$ cat src/design/cpf_pkg.sv
// Shared types, constants and the check-digit function for the CPF validator.
// No dependencies.
package cpf_pkg;

  localparam int ID_W       = 37;
  localparam int NUM_DIGITS = 11;
  localparam int BCD_W      = 4 * NUM_DIGITS;
  localparam int NUM_CELLS  = ID_W;

  // Data handed from one conversion cell to the next.
  typedef struct packed {
    logic [BCD_W-1:0] bcd;
    logic [ID_W-1:0]  bin;
  } cpf_dd_t;

  // Check digit from a weighted sum: 11 - (s mod 11), with 10 and 11 mapped to 0.
  // The quotient estimate s*93/1024 is exact or one low for s below 1024.
  function automatic logic [3:0] cpf_chk(input logic [9:0] s);
    logic [16:0] prod;
    logic [6:0]  q;
    logic [10:0] t;
    logic [4:0]  r;
    prod = 17'(s) * 17'd93;
    q    = prod[16:10];
    t    = {1'b0, s} - (11'(q) * 11'd11);
    r    = t[4:0];
    if (r >= 5'd11) begin
      r = r - 5'd11;
    end
    if (r < 5'd2) begin
      return 4'd0;
    end
    return 4'(5'd11 - r);
  endfunction

endpackage

$ cat src/design/cpf_dd_cell.sv
// One cell of the binary-to-decimal chain: decimal adjust and one-bit shift.
// Depends on cpf_pkg.
module cpf_dd_cell (
  input  logic            clk,
  input  logic            rst,
  input  logic            in_valid,
  output logic            in_ready,
  input  cpf_pkg::cpf_dd_t in_data,
  output logic            out_valid,
  input  logic            out_ready,
  output cpf_pkg::cpf_dd_t out_data
);
  import cpf_pkg::*;

  logic [BCD_W-1:0] adj;
  cpf_dd_t          data_next;

  always_comb begin
    adj = in_data.bcd;
    for (int j = 0; j < NUM_DIGITS; j++) begin
      if (adj[4*j +: 4] >= 4'd5) begin
        adj[4*j +: 4] = adj[4*j +: 4] + 4'd3;
      end
    end
    // The top bit of the decimal field falls off: digits above eleven are ignored.
    data_next.bcd = {adj[BCD_W-2:0], in_data.bin[ID_W-1]};
    data_next.bin = {in_data.bin[ID_W-2:0], 1'b0};
  end

  assign in_ready = !out_valid || out_ready;

  always_ff @(posedge clk) begin
    if (rst) begin
      out_valid <= 1'b0;
    end else if (in_ready) begin
      out_valid <= in_valid;
    end
    if (in_ready && in_valid) begin
      out_data <= data_next;
    end
  end

endmodule

$ cat src/design/cpf_check_unit.sv
// Three-stage back end: weighted digit sums, first check digit, second check digit and compare.
// Depends on cpf_pkg.
module cpf_check_unit (
  input  logic             clk,
  input  logic             rst,
  input  logic             in_valid,
  output logic             in_ready,
  input  cpf_pkg::cpf_dd_t in_data,
  output logic             out_valid,
  input  logic             out_ready,
  output logic             is_valid,
  output logic [3:0]       first_check,
  output logic [3:0]       second_check
);
  import cpf_pkg::*;

  logic       v1, v2;
  logic       rdy1, rdy2, rdy3;
  logic [9:0] sum1, sum2, s2;
  logic [7:0] tail1, tail2;
  logic [3:0] c1;

  logic [9:0] sum1_next, sum2_next, s2_next;
  logic [6:0] dsum;
  logic [3:0] c1_next, c2_next;

  assign rdy3     = !out_valid || out_ready;
  assign rdy2     = !v2 || rdy3;
  assign rdy1     = !v1 || rdy2;
  assign in_ready = rdy1;

  // Digit j (from the least significant) weighs j for the first sum and j+1 for
  // the second, so the second sum is the first plus the plain digit sum.
  always_comb begin
    sum1_next = '0;
    dsum      = '0;
    for (int j = 2; j < NUM_DIGITS; j++) begin
      sum1_next = sum1_next + 10'(in_data.bcd[4*j +: 4]) * 10'(j);
      dsum      = dsum + 7'(in_data.bcd[4*j +: 4]);
    end
    sum2_next = sum1_next + 10'(dsum);
  end

  always_comb begin
    c1_next = cpf_chk(sum1);
    s2_next = sum2 + {5'd0, c1_next, 1'b0};
    c2_next = cpf_chk(s2);
  end

  always_ff @(posedge clk) begin
    if (rst) begin
      v1        <= 1'b0;
      v2        <= 1'b0;
      out_valid <= 1'b0;
    end else begin
      if (rdy1) v1 <= in_valid;
      if (rdy2) v2 <= v1;
      if (rdy3) out_valid <= v2;
    end
    if (rdy1 && in_valid) begin
      sum1  <= sum1_next;
      sum2  <= sum2_next;
      tail1 <= in_data.bcd[7:0];
    end
    if (rdy2 && v1) begin
      c1    <= c1_next;
      s2    <= s2_next;
      tail2 <= tail1;
    end
    if (rdy3 && v2) begin
      first_check  <= c1;
      second_check <= c2_next;
      is_valid     <= (c1 == tail2[7:4]) && (c2_next == tail2[3:0]);
    end
  end

endmodule

$ cat src/design/cpf_check_digit_validate.sv
// CPF check-digit validator: 37 binary-to-decimal cells followed by a 3-stage back end.
// Throughput is one number per cycle while the output is not stalled; every stage has
// its own valid bit and takes a new beat whenever it is empty or its contents move on.
// Synchronous reset clears all valid bits; payload registers are not reset.
module cpf_check_digit_validate (
  input  logic        clk,
  input  logic        rst,
  input  logic        in_valid,
  output logic        in_ready,
  input  logic [36:0] id_number,
  output logic        out_valid,
  input  logic        out_ready,
  output logic        is_valid,
  output logic [3:0]  first_check,
  output logic [3:0]  second_check
);
  import cpf_pkg::*;

  logic    chain_valid [NUM_CELLS+1];
  logic    chain_ready [NUM_CELLS+1];
  cpf_dd_t chain_data  [NUM_CELLS+1];

  assign chain_valid[0]    = in_valid;
  assign in_ready          = chain_ready[0];
  assign chain_data[0].bcd = '0;
  assign chain_data[0].bin = id_number;

  for (genvar k = 0; k < NUM_CELLS; k++) begin : g_cell
    cpf_dd_cell u_cell (
      .clk       (clk),
      .rst       (rst),
      .in_valid  (chain_valid[k]),
      .in_ready  (chain_ready[k]),
      .in_data   (chain_data[k]),
      .out_valid (chain_valid[k+1]),
      .out_ready (chain_ready[k+1]),
      .out_data  (chain_data[k+1])
    );
  end

  cpf_check_unit u_check (
    .clk          (clk),
    .rst          (rst),
    .in_valid     (chain_valid[NUM_CELLS]),
    .in_ready     (chain_ready[NUM_CELLS]),
    .in_data      (chain_data[NUM_CELLS]),
    .out_valid    (out_valid),
    .out_ready    (out_ready),
    .is_valid     (is_valid),
    .first_check  (first_check),
    .second_check (second_check)
  );

endmodule

$ cat config.mk
export PLATFORM = sky130hd
export DESIGN_NAME = cpf_check_digit_validate
export DESIGN_NICKNAME = d
export VERILOG_FILES = /design/src/design/cpf_pkg.sv /design/src/design/cpf_dd_cell.sv /design/src/design/cpf_check_unit.sv /design/src/design/cpf_check_digit_validate.sv
export SDC_FILE = /design/constraint.sdc
export NUM_CORES = 2
export LEC_CHECK = 0
export ABC_AREA = 1
export ABC_CLOCK_PERIOD_IN_PS = 12880
export BUFFER_PORTS_ARGS = -buffer_cell sky130_fd_sc_hd__buf_2
export CORE_ASPECT_RATIO = 1.5
export CORE_MARGIN = 4
export CORE_UTILIZATION = 65
export DETAILED_ROUTE_END_ITERATION = 8
export GPL_ROUTABILITY_DRIVEN = 0
export PLACE_DENSITY_LB_ADDON = 0.05
export SLEW_MARGIN = 10
export SYNTH_ARGS = -nofsm -noshare
export SYNTH_HDL_FRONTEND = slang
export SYNTH_SLANG_ARGS = --single-unit
$ cat constraint.sdc
create_clock -name clk -period 12.88 [get_ports clk]
set_clock_uncertainty 0.05 [all_clocks]
set_input_delay 0.644 -clock clk [delete_from_list [all_inputs] [get_ports clk]]
set_output_delay 0.644 -clock clk [all_outputs]
set_load 0.01 [all_outputs]
==> results.ini <==
[clock_tree]
numCtsBuffers=152
htree_levels=4
clock_path_buffers=3
cts.sinks=1667
cts-root-buf=clkbuf_16
cts_resized=0
cts_setup_buffers=0
cts_tree=yes
clk_pin_slew_ps=60
clk_latency_ps=780

[detailed_routing]
wirelength_um=130100
ant_nets=0
drc=0
wire_per_inst_um=15.74
vias_per_cell=5.339
dr.pass1.iters=6
drt-initial-drc-count=1929
vias=44160

[synthesis]
synth-edff-count=1627
synth_area_um2=77990
syn_nets=7059
synth_cells=6305
async_flop_share=0
synth_top_cell_by_area=edfxtp_1
synth_cell_types=32
synth_warnings=0
synth-seq-cells=1667
synth_top_cell_area_share=0.6265
ys_seq_area_frac=0.6367
synth_flop_cell=edfxtp_1
avgSynthCellArea_um2=12.37
synthTopCellsByArea=edfxtp_1, ha_1, inv_1

[sta]
fmax_ghz=0.1159
rsz0062_at_grt=no
worst_pin_slew_ps=1112
finalSetupTns_ps=0
setup_violations=0
relSlewSlack=0.2568
slew_viol_final=0
fin_crit_sh=0.6701
min_period_ps=8631
finalHoldViolCount=0

[min_path]
hold_start=in_valid
worstHoldPathType=primary input to flip-flop
hold_end=g_cell[0].u_cell.out_valid
holdPathStages=3

[global_route]
grt_usage=0.2105
grt_max_degree=48
antenna_found_initial=1
grt_pass1_vias=46410
grt_pass1_wl_um=215300
gr-total-overflow=0

[layout]
synthToLayoutAreaGrowth_pct=10.04
antennaDiodeCount=0
layout_common_cells=edfxtp_1, inv_1, nor2_1
drive_gt1_frac=0.07030
final_common_cell=edfxtp_1
stdcell_count=8270
nNetsFinal=7330

[pwr]
peakVddDrop_mv=0.1638
p_switching_mw=2.041
pwr-share-comb=0.003
p_leak_nw=34.97
intPower_mw=8.299
switching_share=0.1974
clkPwrFrac=0.427
power.share.sequential=0.570
power_mw=10.34
power_density_nw_per_um2=120.5

[floorplanning]
pin_count=52
die_w_um=290.8
coreArea_um2=119100
chipHeight_um=432.2
die_area_um2=125700
num_rows=155
initial_core_util=0.6549

[run]
drv_cap=0

[setup_path]
end_kind=flip-flop
max_stage_delay_ps=560
ff2ff_setup_slack_ps=4250
crit_slowest_cell=edfxtp_1
crit_fanout=9
reg2regPathDepth=39
critPathRequiredTime_ps=13350
timing.rr.end=u_check.s2[8]
path_class=flip-flop to flip-flop
r2r_start=u_check.sum1[2]
crit_arrival_ps=9100
crit_path_frequent_cell=ha_1
start_kind=flip-flop

[placed_design]
dp.cells=7955
dp.final_hpwl_um=93760
port_buffers=51

[run_status]
status=finished, final reports clean

how the worst max path moves through the flow:
stage               startpoint             to  cells past startpoint
6_report       u_check.sum1[2]  u_check.s2[8]                     39
5_1_grt        u_check.sum1[2]  u_check.s2[8]                     38
4_1_cts        u_check.sum1[2]  u_check.s2[8]                     36
3_5_place_dp   u_check.sum1[2]  u_check.s2[9]                     34
3_3_place_gp   u_check.sum1[3]  u_check.s2[8]                     38
2_1_floorplan  u_check.sum1[1]  u_check.s2[8]                     38
final cells by class:
cell class / count / area (um^2)
multi-input cells: 3486 / 24160
inverters: 1148 / 4309
clock inverters: 92 / 877.1
clock buffers: 186 / 3981
well taps: 1570 / 1964
flip-flops and latches: 1667 / 49660
repair buffers: 121 / 873.3
fillers: 7903 / 33260
Yosys cell counts, types with 3 or more instances:
cell	number
a211oi_1	125
a21o_1	5
a21oi_1	551
clkbuf_1	4
dfxtp_1	40
edfxtp_1	1627
fa_1	114
ha_1	599
inv_1	1148
nand2_1	503
nand3_1	25
nand4_1	3
nand4_4	8
nor2_1	666
nor2_4	8
o211ai_1	3
o21a_1	6
o21ai_0	439
or2_2	129
xnor2_1	20
xor2_1	265
power by group through the flow:
| stage | combinational, mW | sequential (mW) | clock (mW) |
|---|---|---|---|
| floorplan | 0.0116 | 6.01 | 0 |
| global placement | 0.0228 | 6.01 | 0 |
| detailed placement | 0.0237 | 6.01 | 0 |
| CTS | 0.0325 | 5.89 | 4.51 |
| global route | 0.0371 | 5.89 | 4.76 |
| finish | 0.0338 | 5.89 | 4.41 |
sequential cells by signal, indices dropped and copies added, names as in the netlist, 4 cells and up:
name and cells:
g_cell.u_cell.out_data 1568, u_check.tail2 8, u_check.sum1 10, u_check.second_check 4, u_check.tail1 8, u_check.c1 4, u_check.sum2 10, u_check.first_check 4
u_check.s2 10, g_cell.u_cell.out_valid 37
stage by stage:
stage	instance area, um^2	hold slack, ps	setup WS, ps	util
floorplan	77990	350.3	4924	-
global placement	80590	350.4	4369	0.6768
detailed placement	80590	354.5	4234	0.6768
CTS	85820	81.42	4216	0.7207
global route	85820	108.4	3581	0.7207
finish	85820	138.5	4249	0.7207
routing by layer:
metal,global-route usage,vias up,part of all wire
met3,0.03143,308,0.024
met2,0.4538,559,0.61
met1,0.1870,21390,0.32
met5,0,-,0
li1,-,21900,-
met4,0.08308,0,0.038
worst max-delay path: cells and delay by family (launching register included):
kind | cells | cell delay, ps
adder cells (fa/ha/maj) | 10 | 3650
AND/OR/NAND/NOR | 12 | 1480
AO/OA/AOI/OAI | 7 | 1260
XOR/XNOR | 6 | 1140
flip-flops | 1 | 560
buffers and inverters | 4 | 250
timing repair:
| action | CTS | global route |
|---|---|---|
| setup endpoints to repair | 0 | 0 |
| endpoints found under the hold margin | 37 | 0 |
| hold buffers | 37 | 0 |
cells by family after synthesis:
logic type      after synthesis  synth area share
compound gates             1135           0.07744
xor+xnor                    285           0.03201
fa+ha+maj                   713            0.1254
buf+inv                    1152           0.05545
flops                      1667            0.6367
simple gates               1353           0.07301
(Power assumes the default switching activity.)
